File: config.mk
export PLATFORM = sky130hd
export DESIGN_NAME = modular_exponentiation_core_flat
export DESIGN_NICKNAME = d
export VERILOG_FILES = /design/src/rtl/core/mexp_pkg.sv /design/src/rtl/core/mexp_in_if.sv /design/src/rtl/core/mexp_out_if.sv /design/src/rtl/core/mexp_mulmod.sv /design/src/rtl/core/modular_exponentiation_core.sv /design/src/flat_wrapper.sv
export VERILOG_INCLUDE_DIRS = /design/src /design/src/rtl/core
export SDC_FILE = /design/constraint.sdc
export NUM_CORES = 1
export LEC_CHECK = 0
export BUFFER_PORTS_ARGS = -buffer_cell sky130_fd_sc_hd__buf_4
export CORE_MARGIN = 1
export CORE_UTILIZATION = 36
export CTS_CLUSTER_SIZE = 25
export DETAILED_ROUTE_END_ITERATION = 7
export HOLD_SLACK_MARGIN = 0.12
export PLACE_DENSITY = 0.49
export SLEW_MARGIN = 20
export SYNTH_ARGS = -nofsm -noshare
export SYNTH_HDL_FRONTEND = slang
export SYNTH_SLANG_ARGS = --single-unit
File: constraint.sdc
create_clock -name i_clk -period 11.3 [get_ports i_clk]
set_input_delay 1.695 -clock i_clk [delete_from_list [all_inputs] [get_ports i_clk]]
set_output_delay 1.695 -clock i_clk [all_outputs]
set_load 0.01 [all_outputs]
File: src/rtl/core/modular_exponentiation_core_defines.svh
// Assertion macros for the modular exponentiation core.
// Included by files that carry concurrent checks; no other dependencies.
`ifndef MODULAR_EXPONENTIATION_CORE_DEFINES_SVH
`define MODULAR_EXPONENTIATION_CORE_DEFINES_SVH

// Generic clocked check with a synchronous active-low reset as disable.
`define MEXP_ASSERT_CLK(label, clk, rst_n, prop, msg) \
    label: assert property (@(posedge clk) disable iff (!rst_n) prop) else $error(msg);

// Check on the core clock and reset.
`define MEXP_ASSERT(label, prop, msg) \
    `MEXP_ASSERT_CLK(label, i_clk, i_rst_n, prop, msg)

`endif

File: src/rtl/core/mexp_pkg.sv
// Shared constants and types for the modular exponentiation core.
// No dependencies; used by the multiply-reduce unit and the top level.
package mexp_pkg;

    localparam int FIELD_W = 63;
    localparam int CNT_W   = $clog2(FIELD_W);

    localparam logic [FIELD_W-1:0] MOD_RESET  = 63'd409120391;
    localparam logic [FIELD_W-1:0] FIELD_ONE  = 63'd1;
    localparam logic [CNT_W-1:0]   LAST_STEP  = CNT_W'(FIELD_W - 1);

    // Request to the multiply-reduce unit: result = (a * b) mod m, a < m or a == 1.
    typedef struct packed {
        logic               start;
        logic [FIELD_W-1:0] a;
        logic [FIELD_W-1:0] b;
    } t_mm_cmd;

    typedef struct packed {
        logic               done;
        logic [FIELD_W-1:0] result;
    } t_mm_rsp;

endpackage

File: src/rtl/core/mexp_in_if.sv
// Input channel of the modular exponentiation core: base and exponent.
// Depends on mexp_pkg for the field width.
interface mexp_in_if;
    logic                         valid;
    logic                         ready;
    logic [mexp_pkg::FIELD_W-1:0] base_value;
    logic [mexp_pkg::FIELD_W-1:0] exponent;

    modport source (output valid, output base_value, output exponent, input ready);
    modport sink   (input valid, input base_value, input exponent, output ready);
endinterface

File: src/rtl/core/mexp_out_if.sv
// Output channel of the modular exponentiation core: the power result.
// Depends on mexp_pkg for the field width.
interface mexp_out_if;
    logic                         valid;
    logic                         ready;
    logic [mexp_pkg::FIELD_W-1:0] power_result;

    modport source (output valid, output power_result, input ready);
    modport sink   (input valid, input power_result, output ready);
endinterface

File: src/rtl/core/mexp_mulmod.sv
// Bit-serial multiply-reduce unit: (a * b) mod m by double-and-add, one bit of b a cycle.
// Depends on mexp_pkg for the command and response types.
module mexp_mulmod (
    input  logic                         i_clk,
    input  logic                         i_rst_n,
    input  logic [mexp_pkg::FIELD_W-1:0] i_modulus,
    input  mexp_pkg::t_mm_cmd            i_cmd,
    output mexp_pkg::t_mm_rsp            o_rsp
);

    logic                         r_busy;
    logic                         r_done;
    logic [mexp_pkg::CNT_W-1:0]   r_cnt;
    logic [mexp_pkg::FIELD_W-1:0] r_a;
    logic [mexp_pkg::FIELD_W-1:0] r_b;
    logic [mexp_pkg::FIELD_W-1:0] r_r;
    logic [mexp_pkg::FIELD_W-1:0] n_r;

    logic [mexp_pkg::FIELD_W+1:0] w_sum;
    logic [mexp_pkg::FIELD_W+1:0] w_m1;
    logic [mexp_pkg::FIELD_W+1:0] w_m2;

    // 2r + a*bit stays below 3m, so at most two subtractions of m are needed;
    // both compares run side by side.
    always_comb begin
        w_m1  = {2'b00, i_modulus};
        w_m2  = {1'b0, i_modulus, 1'b0};
        w_sum = {1'b0, r_r, 1'b0}
              + (r_b[mexp_pkg::FIELD_W-1] ? {2'b00, r_a} : '0);
        if (w_sum >= w_m2) begin
            n_r = mexp_pkg::FIELD_W'(w_sum - w_m2);
        end else if (w_sum >= w_m1) begin
            n_r = mexp_pkg::FIELD_W'(w_sum - w_m1);
        end else begin
            n_r = mexp_pkg::FIELD_W'(w_sum);
        end
    end

    always_ff @(posedge i_clk) begin
        if (!i_rst_n) begin
            r_busy <= 1'b0;
            r_done <= 1'b0;
            r_cnt  <= '0;
        end else begin
            r_done <= 1'b0;
            if (i_cmd.start) begin
                r_busy <= 1'b1;
                r_cnt  <= '0;
            end else if (r_busy) begin
                r_cnt <= r_cnt + 1'b1;
                if (r_cnt == mexp_pkg::LAST_STEP) begin
                    r_busy <= 1'b0;
                    r_done <= 1'b1;
                end
            end
        end
    end

    always_ff @(posedge i_clk) begin
        if (i_cmd.start) begin
            r_a <= i_cmd.a;
            r_b <= i_cmd.b;
            r_r <= '0;
        end else if (r_busy) begin
            r_b <= {r_b[mexp_pkg::FIELD_W-2:0], 1'b0};
            r_r <= n_r;
        end
    end

    assign o_rsp.done   = r_done;
    assign o_rsp.result = r_r;

endmodule

File: src/rtl/core/modular_exponentiation_core.sv
// Channel    Dir  Handshake      Payload
// i_in       in   valid/ready    base_value[62:0], exponent[62:0]
// o_out      out  valid/ready    power_result[62:0]
// i_cfg_*    in   write enable   modulus[62:0]
//
// One item at a time: each modular multiply runs in the shared bit-serial unit, and
// reducing the base is one such multiply. An item takes n + p + 2 multiplies from acceptance
// to a valid result, n the position of the top set exponent bit and p the set bits below it;
// a zero exponent takes none. The input is ready again in the same cycle that the result
// becomes valid. Reset is synchronous; the modulus returns to 409120391. A finished result
// waits in the output register while the next item is worked; that item then holds in
// dispatch, and the input stalls, until it frees.
// Depends on mexp_pkg, mexp_in_if, mexp_out_if, mexp_mulmod and the defines header.
`include "modular_exponentiation_core_defines.svh"

module modular_exponentiation_core #(
    parameter int OPERAND_BITS = 63
) (
    input  logic                         i_clk,
    input  logic                         i_rst_n,
    input  logic                         i_cfg_we,
    input  logic [mexp_pkg::FIELD_W-1:0] i_cfg_wdata,
    mexp_in_if.sink                      i_in,
    mexp_out_if.source                   o_out
);

    localparam logic [mexp_pkg::FIELD_W-1:0] OP_MASK =
        (mexp_pkg::FIELD_ONE << OPERAND_BITS) - mexp_pkg::FIELD_ONE;

    typedef enum logic [4:0] {
        S_IDLE   = 5'b00001,
        S_REDUCE = 5'b00010,
        S_NEXT   = 5'b00100,
        S_MUL    = 5'b01000,
        S_SQR    = 5'b10000
    } t_state;

    t_state                       r_state;
    logic                         r_pend;
    logic [mexp_pkg::FIELD_W-1:0] r_modulus;
    logic [mexp_pkg::FIELD_W-1:0] r_acc;
    logic [mexp_pkg::FIELD_W-1:0] r_sq;
    logic [OPERAND_BITS-1:0]      r_exp;
    logic                         r_out_valid;
    logic [mexp_pkg::FIELD_W-1:0] r_out_data;

    logic [mexp_pkg::FIELD_W-1:0] w_cfg_masked;
    logic [mexp_pkg::FIELD_W-1:0] w_base_masked;
    logic                         w_accept;
    logic                         w_out_free;
    logic                         w_finish;
    logic                         w_in_wait;
    mexp_pkg::t_mm_cmd            w_cmd;
    mexp_pkg::t_mm_rsp            w_rsp;

    assign w_cfg_masked  = i_cfg_wdata & OP_MASK;
    assign w_base_masked = i_in.base_value & OP_MASK;
    assign w_accept      = i_in.valid && i_in.ready;
    assign w_out_free    = !r_out_valid || o_out.ready;
    assign w_finish      = (r_state == S_NEXT) && (r_exp == '0) && w_out_free;
    assign w_in_wait     = (r_state == S_REDUCE) || (r_state == S_MUL) || (r_state == S_SQR);

    assign i_in.ready         = (r_state == S_IDLE);
    assign o_out.valid        = r_out_valid;
    assign o_out.power_result = r_out_data;

    always_ff @(posedge i_clk) begin
        if (!i_rst_n) begin
            r_modulus <= mexp_pkg::MOD_RESET;
        end else if (i_cfg_we) begin
            r_modulus <= (w_cfg_masked == '0) ? mexp_pkg::FIELD_ONE : w_cfg_masked;
        end
    end

    // Reducing the base is a multiply by one, so the same unit does it.
    always_comb begin
        w_cmd.start = 1'b0;
        w_cmd.a     = r_sq;
        w_cmd.b     = r_sq;
        unique case (r_state)
            S_IDLE: begin
                w_cmd.start = w_accept && (i_in.exponent[OPERAND_BITS-1:0] != '0);
                w_cmd.a     = mexp_pkg::FIELD_ONE;
                w_cmd.b     = w_base_masked;
            end
            S_NEXT: begin
                w_cmd.start = (r_exp != '0);
                w_cmd.b     = r_exp[0] ? r_acc : r_sq;
            end
            S_REDUCE, S_MUL, S_SQR: begin
                w_cmd.start = 1'b0;
            end
            default: begin
                w_cmd.start = 1'b0;
            end
        endcase
    end

    mexp_mulmod u_mulmod (
        .i_clk     (i_clk),
        .i_rst_n   (i_rst_n),
        .i_modulus (r_modulus),
        .i_cmd     (w_cmd),
        .o_rsp     (w_rsp)
    );

    always_ff @(posedge i_clk) begin
        if (!i_rst_n) begin
            r_out_valid <= 1'b0;
        end else if (w_finish) begin
            r_out_valid <= 1'b1;
        end else if (o_out.ready) begin
            r_out_valid <= 1'b0;
        end
    end

    // r_pend marks a finished result that could not yet enter the output register.
    always_ff @(posedge i_clk) begin
        if (!i_rst_n) begin
            r_state <= S_IDLE;
            r_pend  <= 1'b0;
        end else begin
            unique case (r_state)
                S_IDLE: begin
                    if (w_accept) begin
                        r_state <= (i_in.exponent[OPERAND_BITS-1:0] != '0) ? S_REDUCE : S_NEXT;
                    end
                end
                S_REDUCE: begin
                    if (w_rsp.done) begin
                        r_state <= S_NEXT;
                    end
                end
                S_NEXT: begin
                    if (r_exp != '0) begin
                        r_state <= r_exp[0] ? S_MUL : S_SQR;
                    end else if (w_out_free) begin
                        r_pend  <= 1'b0;
                        r_state <= S_IDLE;
                    end else begin
                        r_pend <= 1'b1;
                    end
                end
                S_MUL, S_SQR: begin
                    if (w_rsp.done) begin
                        r_state <= S_NEXT;
                    end
                end
                default: begin
                    r_state <= S_IDLE;
                end
            endcase
        end
    end

    always_ff @(posedge i_clk) begin
        unique case (r_state)
            S_IDLE: begin
                if (w_accept) begin
                    r_acc <= mexp_pkg::FIELD_ONE;
                    r_exp <= i_in.exponent[OPERAND_BITS-1:0];
                end
            end
            S_REDUCE: begin
                if (w_rsp.done) begin
                    r_sq <= w_rsp.result;
                end
            end
            S_NEXT: begin
                if ((r_exp == '0) && w_out_free) begin
                    r_out_data <= r_acc;
                end
            end
            S_MUL: begin
                // Clearing the low bit lets the next dispatch square or finish.
                if (w_rsp.done) begin
                    r_acc    <= w_rsp.result;
                    r_exp[0] <= 1'b0;
                end
            end
            S_SQR: begin
                if (w_rsp.done) begin
                    r_sq  <= w_rsp.result;
                    r_exp <= r_exp >> 1;
                end
            end
            default: begin
                r_acc <= r_acc;
            end
        endcase
    end

    `MEXP_ASSERT(a_done_in_wait, (w_rsp.done |-> w_in_wait), "multiply done outside a wait")
    `MEXP_ASSERT(a_modulus_nonzero, (r_modulus != '0), "modulus register holds zero")
    `MEXP_ASSERT(a_out_from_next, ($rose(r_out_valid) |-> $past(w_finish)), "stray result")
    `MEXP_ASSERT(a_pend_holds, (r_pend |-> (r_state == S_NEXT)), "stray pending flag")

endmodule

File: src/flat_wrapper.sv
// flat-port wrapper written by rule: the top's interface ports become plain ports
module modular_exponentiation_core_flat 
#(
    parameter int OPERAND_BITS = 63
)
  (i_clk, i_rst_n, i_cfg_we, i_cfg_wdata, i_in_valid, i_in_base_value, i_in_exponent, i_in_ready, o_out_valid, o_out_power_result, o_out_ready);
  mexp_in_if i_in_i ();
  mexp_out_if o_out_i ();
  input  logic i_clk;
  input  logic i_rst_n;
  input  logic i_cfg_we;
  input  logic [mexp_pkg::FIELD_W-1:0] i_cfg_wdata;
  input wire logic [$bits(i_in_i.valid)-1:0] i_in_valid;
  input wire logic [$bits(i_in_i.base_value)-1:0] i_in_base_value;
  input wire logic [$bits(i_in_i.exponent)-1:0] i_in_exponent;
  output wire logic [$bits(i_in_i.ready)-1:0] i_in_ready;
  output wire logic [$bits(o_out_i.valid)-1:0] o_out_valid;
  output wire logic [$bits(o_out_i.power_result)-1:0] o_out_power_result;
  input wire logic [$bits(o_out_i.ready)-1:0] o_out_ready;
  assign i_in_i.valid = i_in_valid;
  assign i_in_i.base_value = i_in_base_value;
  assign i_in_i.exponent = i_in_exponent;
  assign i_in_ready = i_in_i.ready;
  assign o_out_valid = o_out_i.valid;
  assign o_out_power_result = o_out_i.power_result;
  assign o_out_i.ready = o_out_ready;
  modular_exponentiation_core #(.OPERAND_BITS(OPERAND_BITS)) u_core (.i_clk(i_clk), .i_rst_n(i_rst_n), .i_cfg_we(i_cfg_we), .i_cfg_wdata(i_cfg_wdata), .i_in(i_in_i), .o_out(o_out_i));
endmodule
Word-level counts from Yosys, hierarchy flattened:

Index checks and enable logic that the tools add are counted.

* eq/ne operators: 11
* reduce and logical (&&, ||, !) cells: 26
* $add $sub $neg: 4
* magnitude comparators: 2
* muxes and demuxes: 30
* bitwise gates (word level): 2

Operators by type and width (number)
* two-way mux 63 bit: 11
* case mux 63 bit (2 select lines): 2
* zero test 63 bit: 2
* nonzero test 63 bit: 2
* subtractor 63 bit: 2
* case mux 62 bit (2 select lines): 1
* adder 64 x 63 -> 65 bit: 1
* >= comparator 65 x 63 -> 1 bit: 1
* >= comparator 65 x 64 -> 1 bit: 1
* two-way mux 5 bit: 5
* case mux 5 bit (3 select lines): 1
* AND reduction 3 bit: 3
* nonzero test 2 bit: 4
* two-way mux 1 bit: 7
* adder 6 x 1 -> 6 bit (second input constant): 1
* equality test 6 bit (second input constant): 1
* inequality test 2 bit (second input constant): 3
* OR reduction 3 bit: 2
* equality test 5 x 1 -> 1 bit (second input constant): 1
* equality test 5 x 2 -> 1 bit (second input constant): 1
* equality test 5 x 3 -> 1 bit (second input constant): 1
* equality test 5 x 4 -> 1 bit (second input constant): 1
* equality test 5 bit (second input constant): 1
* logical AND 1 bit: 5
* 12 further kinds: 15

* word-level logic and storage cells: 89
* flip-flop bits (word level): 518
* output and inout bits: 65
* input port bits: 194

Depth between registers and ports, before layout:

* word-level depth: 5
* depth in mapped cells: 30
* gate-level depth less buffers: 25

Modules after synthesis:

Synthesis repeated with hierarchy kept, for this count alone.

* cell total of the unflattened synthesis: 3430
* area total of the unflattened synthesis: 33228.1 um2

Modules (own cells, without submodules)
* mexp_mulmod: instances 1, area an instance 19857.8 um2, cells each 2437, sequential area each 5205.0 um2
* modular_exponentiation_core: instances 1, area an instance 13370.3 um2, cells each 993, sequential area each 8948.6 um2

Least setup slack after synthesis:

No wires, ideal clock.

* path kind: register to register
* from: register u_core.r_state[4]
* to: register u_core.r_exp[10], enable pin
* library setup time: 567 ps
* stages on the path, launching flop included: 7
* slack: 5278 ps
* data required time: 10733 ps
* period minus slack after synthesis: 6022 ps
* data arrival time: 5454 ps
* path buffers: 2
* path through: dfxtp_1 -> clkbuf_1 -> nor3_1 -> nand3_1 -> clkbuf_1 -> nand2_1 -> o21ai_0

* longest elaborated chain between the ends: 4
* elaborated cells between the ends (all ways): 7
* classes of those cells: 4 x eq/ne; 3 x reduce/logical

RTL lines
* from (decl): RTL line modular_exponentiation_core.sv:38 `t_state r_state;`
* from (signal assigned): RTL line modular_exponentiation_core.sv:126 `r_state <= (i_in.exponent[OPERAND_BITS-1:0] != '0) ? S_REDUCE : S_NEXT;`
* from (signal assigned): RTL line modular_exponentiation_core.sv:136 `r_state <= r_exp[0] ? S_MUL : S_SQR;`
* equality test 5 x 1 -> 1 bit: RTL line modular_exponentiation_core.sv:63, modular_exponentiation_core.sv:157
* logical AND 1 bit: RTL line modular_exponentiation_core.sv:58 `assign w_accept = i_in.valid && i_in.ready;`
* inequality test 2 bit (no line)
* AND reduction 3 bit (no line) (*)
* to (signal assigned): RTL line modular_exponentiation_core.sv:161 `r_exp <= i_in.exponent[OPERAND_BITS-1:0];`
* to (signal assigned): RTL line modular_exponentiation_core.sv:184 `r_exp <= r_exp >> 1;`
* to (decl): RTL line modular_exponentiation_core.sv:43 `logic [OPERAND_BITS-1:0] r_exp;`

Mark *: on every way between the ends. The rest lies on a longest branch, timed or not.
A chain may end at the register's enable or synchronous reset.

Worst setup path in the final report:

* from: register u_core.u_mulmod.r_b[62] in the netlist's numbering
* to: register u_core.u_mulmod.r_r[42] in the netlist's numbering

* longest elaborated chain between the ends: 5
* elaborated cells between the ends (all ways): 8
* classes of those cells: 3 x add/sub; 2 x order compare; 3 x mux

RTL lines
* from (decl): RTL line mexp_mulmod.sv:15 `logic [mexp_pkg::FIELD_W-1:0] r_b;`
* from (signal assigned): RTL line mexp_mulmod.sv:62 `r_b <= i_cmd.b;`
* from (signal assigned): RTL line mexp_mulmod.sv:65 `r_b <= {r_b[mexp_pkg::FIELD_W-2:0], 1'b0};`
* two-way mux 63 bit (*): RTL line mexp_mulmod.sv:29 `+ (r_b[mexp_pkg::FIELD_W-1] ? {2'b00, r_a} : '0);`
* adder 64 x 63 -> 65 bit (*): RTL line mexp_mulmod.sv:29
* subtractor 63 bit / >= comparator 65 x 63 -> 1 bit (equally long branches): RTL line mexp_mulmod.sv:33, mexp_mulmod.sv:32
* two-way mux 63 bit: RTL line mexp_mulmod.sv:32 `end else if (w_sum >= w_m1) begin`
* two-way mux 63 bit (*): RTL line mexp_mulmod.sv:30 `if (w_sum >= w_m2) begin`
* to (signal assigned): RTL line mexp_mulmod.sv:66 `r_r <= n_r;`
* to (decl): RTL line mexp_mulmod.sv:16 `logic [mexp_pkg::FIELD_W-1:0] r_r;`

Marks and branches as above.

==> load_flow_metrics.sql <==
INSERT INTO impl_metrics (metric_group, metric, value, unit) VALUES
('global_routing', 'grt_util_all_layers', '0.239', ''),
('placement', 'place_hpwl', '86600', 'um'),
('cells_and_area', 'layout.area.seq', '14200', 'um2'),
('cells_and_area', 'final_nets', '4013', ''),
('cts', 'clock_insertion_delay_at_the_later_pin_of_the_skew_report', '0.65', 'ns'),
('cts', 'holdBufCountCts', '0', ''),
('global_routing', 'grt_first_pass_wirelength', '167000', 'um'),
('pwr', 'seq_power_share', '0.214', ''),
('synth', 'ys_top_cells_by_area', 'sky130_fd_sc_hd__edfxtp_1 (35%), sky130_fd_sc_hd__dfxtp_1 (8.6%), sky130_fd_sc_hd__ha_1 (7.3%)', ''),
('synth', 'synth_top_area_cell', 'sky130_fd_sc_hd__edfxtp_1', ''),
('routing', 'avgViaCountPerCell', '5.58', ''),
('synth', 'dominantRegCellSynth', 'sky130_fd_sc_hd__edfxtp_1', ''),
('synth', 'synth_commonest_cells', 'sky130_fd_sc_hd__nand2_1 (391), sky130_fd_sc_hd__edfxtp_1 (378), sky130_fd_sc_hd__nor2_1 (281)', ''),
('global_routing', 'first_global_vias', '26000', ''),
('floorplanning', 'total_core_area', '89900', 'um2'),
('floorplanning', 'die-height', '303', 'um'),
('critical_path', 'timing.critical_path.required', '11.87', 'ns'),
('placement', 'io_buffers', '258', ''),
('status', 'run_status', 'complete, no violations', ''),
('synth', 'synthesis.yosys.warnings', '0', ''),
('cts', 'postCtsSetupRepairBufs', '0', ''),
('pwr', 'power.total', '13.2', 'mW'),
('routing', 'firstDrtPassIters', '5', ''),
('min_path', 'hold_path.class', 'flop to flop', ''),
('cells_and_area', 'multiInputGateArea', '17400', 'um2'),
('run', 'drv.max_cap_violation_count', '0', ''),
('floorplanning', 'initial_utilization', '0.363', ''),
('cells_and_area', 'post_route_cells_drive_above_1_share', '0.134', ''),
('pwr', 'switching_power', '6.58', 'mW'),
('critical_path', 'cp_peak_stage_delay', '0.58', 'ns'),
('sta', 'tns', '0', 'ns'),
('critical_path', 'crit_fanout', '63', ''),
('global_routing', 'grt_max_degree', '106', ''),
('sta', 'worst_slew_margin_rel', '0.314', ''),
('sta', 'fmax', '131', 'MHz'),
('synth', 'yosysUniqueCellTypes', '78', ''),
('cts', 'clk_pin_slew', '0.06', 'ns'),
('synth', 'synth_seq_area_share', '0.434', ''),
('synth', 'syn-instance-count', '3462', ''),
('floorplanning', 'design.portCount', '259', ''),
('sta', 'fin_crit', '7.64', 'ns'),
('synth', 'async_reset_ff_frac', '0', ''),
('global_routing', 'grt_overflow', '0', ''),
('critical_path', 'critPathKind', 'flop to flop', ''),
('floorplanning', 'floorplan.die.width', '303', 'um'),
('cts', 'numClockSinks', '518', ''),
('cells_and_area', 'fillCellCount', '9003', ''),
('synth', 'ys_seq_elements', '518', ''),
('synth', 'syn_nets', '3849', ''),
('pwr', 'max-vdd-ir-drop', '0.306', 'mV'),
('pwr', 'power_frac_clock', '0.149', ''),
('cells_and_area', 'area.growth.synth_to_final', '15.1', '%'),
('sta', 'fin_crit_sh', '0.676', ''),
('critical_path', 'crit_path_start_kind', 'flop', ''),
('pwr', 'power.share.switching', '0.498', ''),
('critical_path', 'worst-endpoint-arrival', '8.21', 'ns'),
('sta', 'setup_repair_after_global_routing_missed_its_margin', 'false', ''),
('routing', 'wl_per_cell', '23.2', 'um'),
('pwr', 'cellLeakagePower', '14.8', 'nW'),
('critical_path', 'critical_path.endpoint_type', 'flop', ''),
('cts', 'h-tree-depth', '2', ''),
('sta', 'setup-violations-final', '0', ''),
('pwr', 'power.combinational.fraction', '0.636', ''),
('synth', 'synth.most_common_cell', 'sky130_fd_sc_hd__nand2_1', ''),
('cts', 'ctsResizeCount', '0', ''),
('pwr', 'cellPowerDensity', '351', 'nW/um2'),
('routing', 'drt_drc_violations_left', '0', ''),
('floorplanning', 'number_of_rows_created_at_floorplan', '110', ''),
('synth', 'syn-mean-instance-area', '9.43', 'um2'),
('routing', 'routed_wl', '113000', 'um'),
('critical_path', 'cp_slowest_cell', 'sky130_fd_sc_hd__ha_1', '');
==> flip-flops by register name, summed over array words and instances (netlist names) <==
signal                     count
u_core.u_mulmod.r_b           63
u_core.r_acc                  63
u_core.r_sq                   63
u_core.u_mulmod.r_done         1
u_core.u_mulmod.r_r           63
u_core.u_mulmod.r_busy         1
u_core.u_mulmod.r_cnt          6
u_core.o_out.valid             1
u_core.u_mulmod.r_a           63
u_core.r_exp                  63
u_core.r_modulus              63
u_core.o_out.power_result     63
u_core.r_state                 5
==> critical path: cells and delay by family, from the launching register on <==
family | cells | cell delay (ns)
adder cells (fa/ha/maj) | 3 | 1.19
multiplexers | 1 | 0.27
buffers and inverters | 2 | 0.63
XOR/XNOR | 1 | 0.22
AND/OR/NAND/NOR | 7 | 2.02
flip-flops | 1 | 0.38
AO/OA/AOI/OAI | 10 | 2.78
==> metrics by stage <==
stage / instances / area [um2] / setup slack, ns / hold WS [ns] / util
global placement: 4741 / 35600 / 3.80 / 0.423 / 0.396
global route: 4854 / 37600 / 3.21 / 0.451 / 0.418
floorplan: 3462 / 32600 / 5.28 / 0.406 / -
CTS: 4853 / 37600 / 3.63 / 0.419 / 0.418
finish: 4855 / 37600 / 3.66 / 0.433 / 0.418
detailed placement: 4741 / 35600 / 3.64 / 0.427 / 0.396
==> power groups by stage <==
stage | Sequential (mW) | Combinational, mW | Clock, mW
final | 2.82 | 8.40 | 1.97
after global placement | 2.85 | 8.28 | 0
after CTS | 2.82 | 8.22 | 2.02
after floorplan | 2.71 | 5.87 | 0
after detailed placement | 2.85 | 8.19 | 0
after global routing | 2.86 | 9.08 | 2.08
==> cell usage in the layout (no fill, tap or decap), drive strengths merged, types with 37 or more instances in the layout <==
cell type / instances
a21o: 81
mux2i: 62
nor3: 49
nor2b: 68
xor2: 82
nand2: 391
and2: 205
nand3: 50
nand4: 69
mux2: 66
ha: 190
edfxtp: 378
dfxtp: 140
clkbuf: 77
a21oi: 274
a221oi: 71
inv: 108
o211ai: 37
nor4: 64
buf: 289
xnor2: 96
nor2: 281
o21ai: 151
==> cells by family (layout without fill, tap and decap cells) <==
family                     count (synthesis)  in the layout  synth area share
other                                      0              2                 0
buffers and inverters                    291            506            0.0349
xor gates and xnor gates                 178            178            0.0478
and+or+nand+nor                         1268           1268             0.189
AOI/OAI and AO/OA                        886            886             0.178
muxes                                    128            128            0.0418
DFF                                      518            518             0.434
adders and majority gates                193            193            0.0747
==> final cells by class <==
cell class | instances | area share
tap | 1176 | 0.0391
timing repair buffer | 289 | 0.0578
antenna | 2 | 0.000133
multi-input combinational | 2653 | 0.463
sequential | 518 | 0.377
clock buffer | 77 | 0.0435
clock inverter | 35 | 0.00925
inverter | 105 | 0.0106
==> worst paths after layout <==
| path | from | end | slack, ns | cells past startpoint |
|---|---|---|---|---|
| setup / recovery | u_core.u_mulmod.r_b[62] | u_core.u_mulmod.r_r[42] | 3.66 | 24 |
| hold / removal | u_core.r_acc[41] | u_core.o_out.power_result[41] | 0.43 | 0 |
| setup reg to reg | u_core.u_mulmod.r_b[62] | u_core.u_mulmod.r_r[42] | 3.66 | 24 |
| hold reg to reg | u_core.r_acc[41] | u_core.o_out.power_result[41] | 0.43 | 0 |
==> metal layers <==
| metal | part of all wire | GRT usage | vias up |
|---|---|---|---|
| met4 | 0.019 | 0.0488 | 0 |
| met5 | 0 | 0 | - |
| met1 | 0.51 | 0.368 | 13200 |
| li1 | - | - | 13100 |
| met3 | 0.053 | 0.0269 | 101 |
| met2 | 0.42 | 0.356 | 753 |
Power figures use the tool's default switching activity.
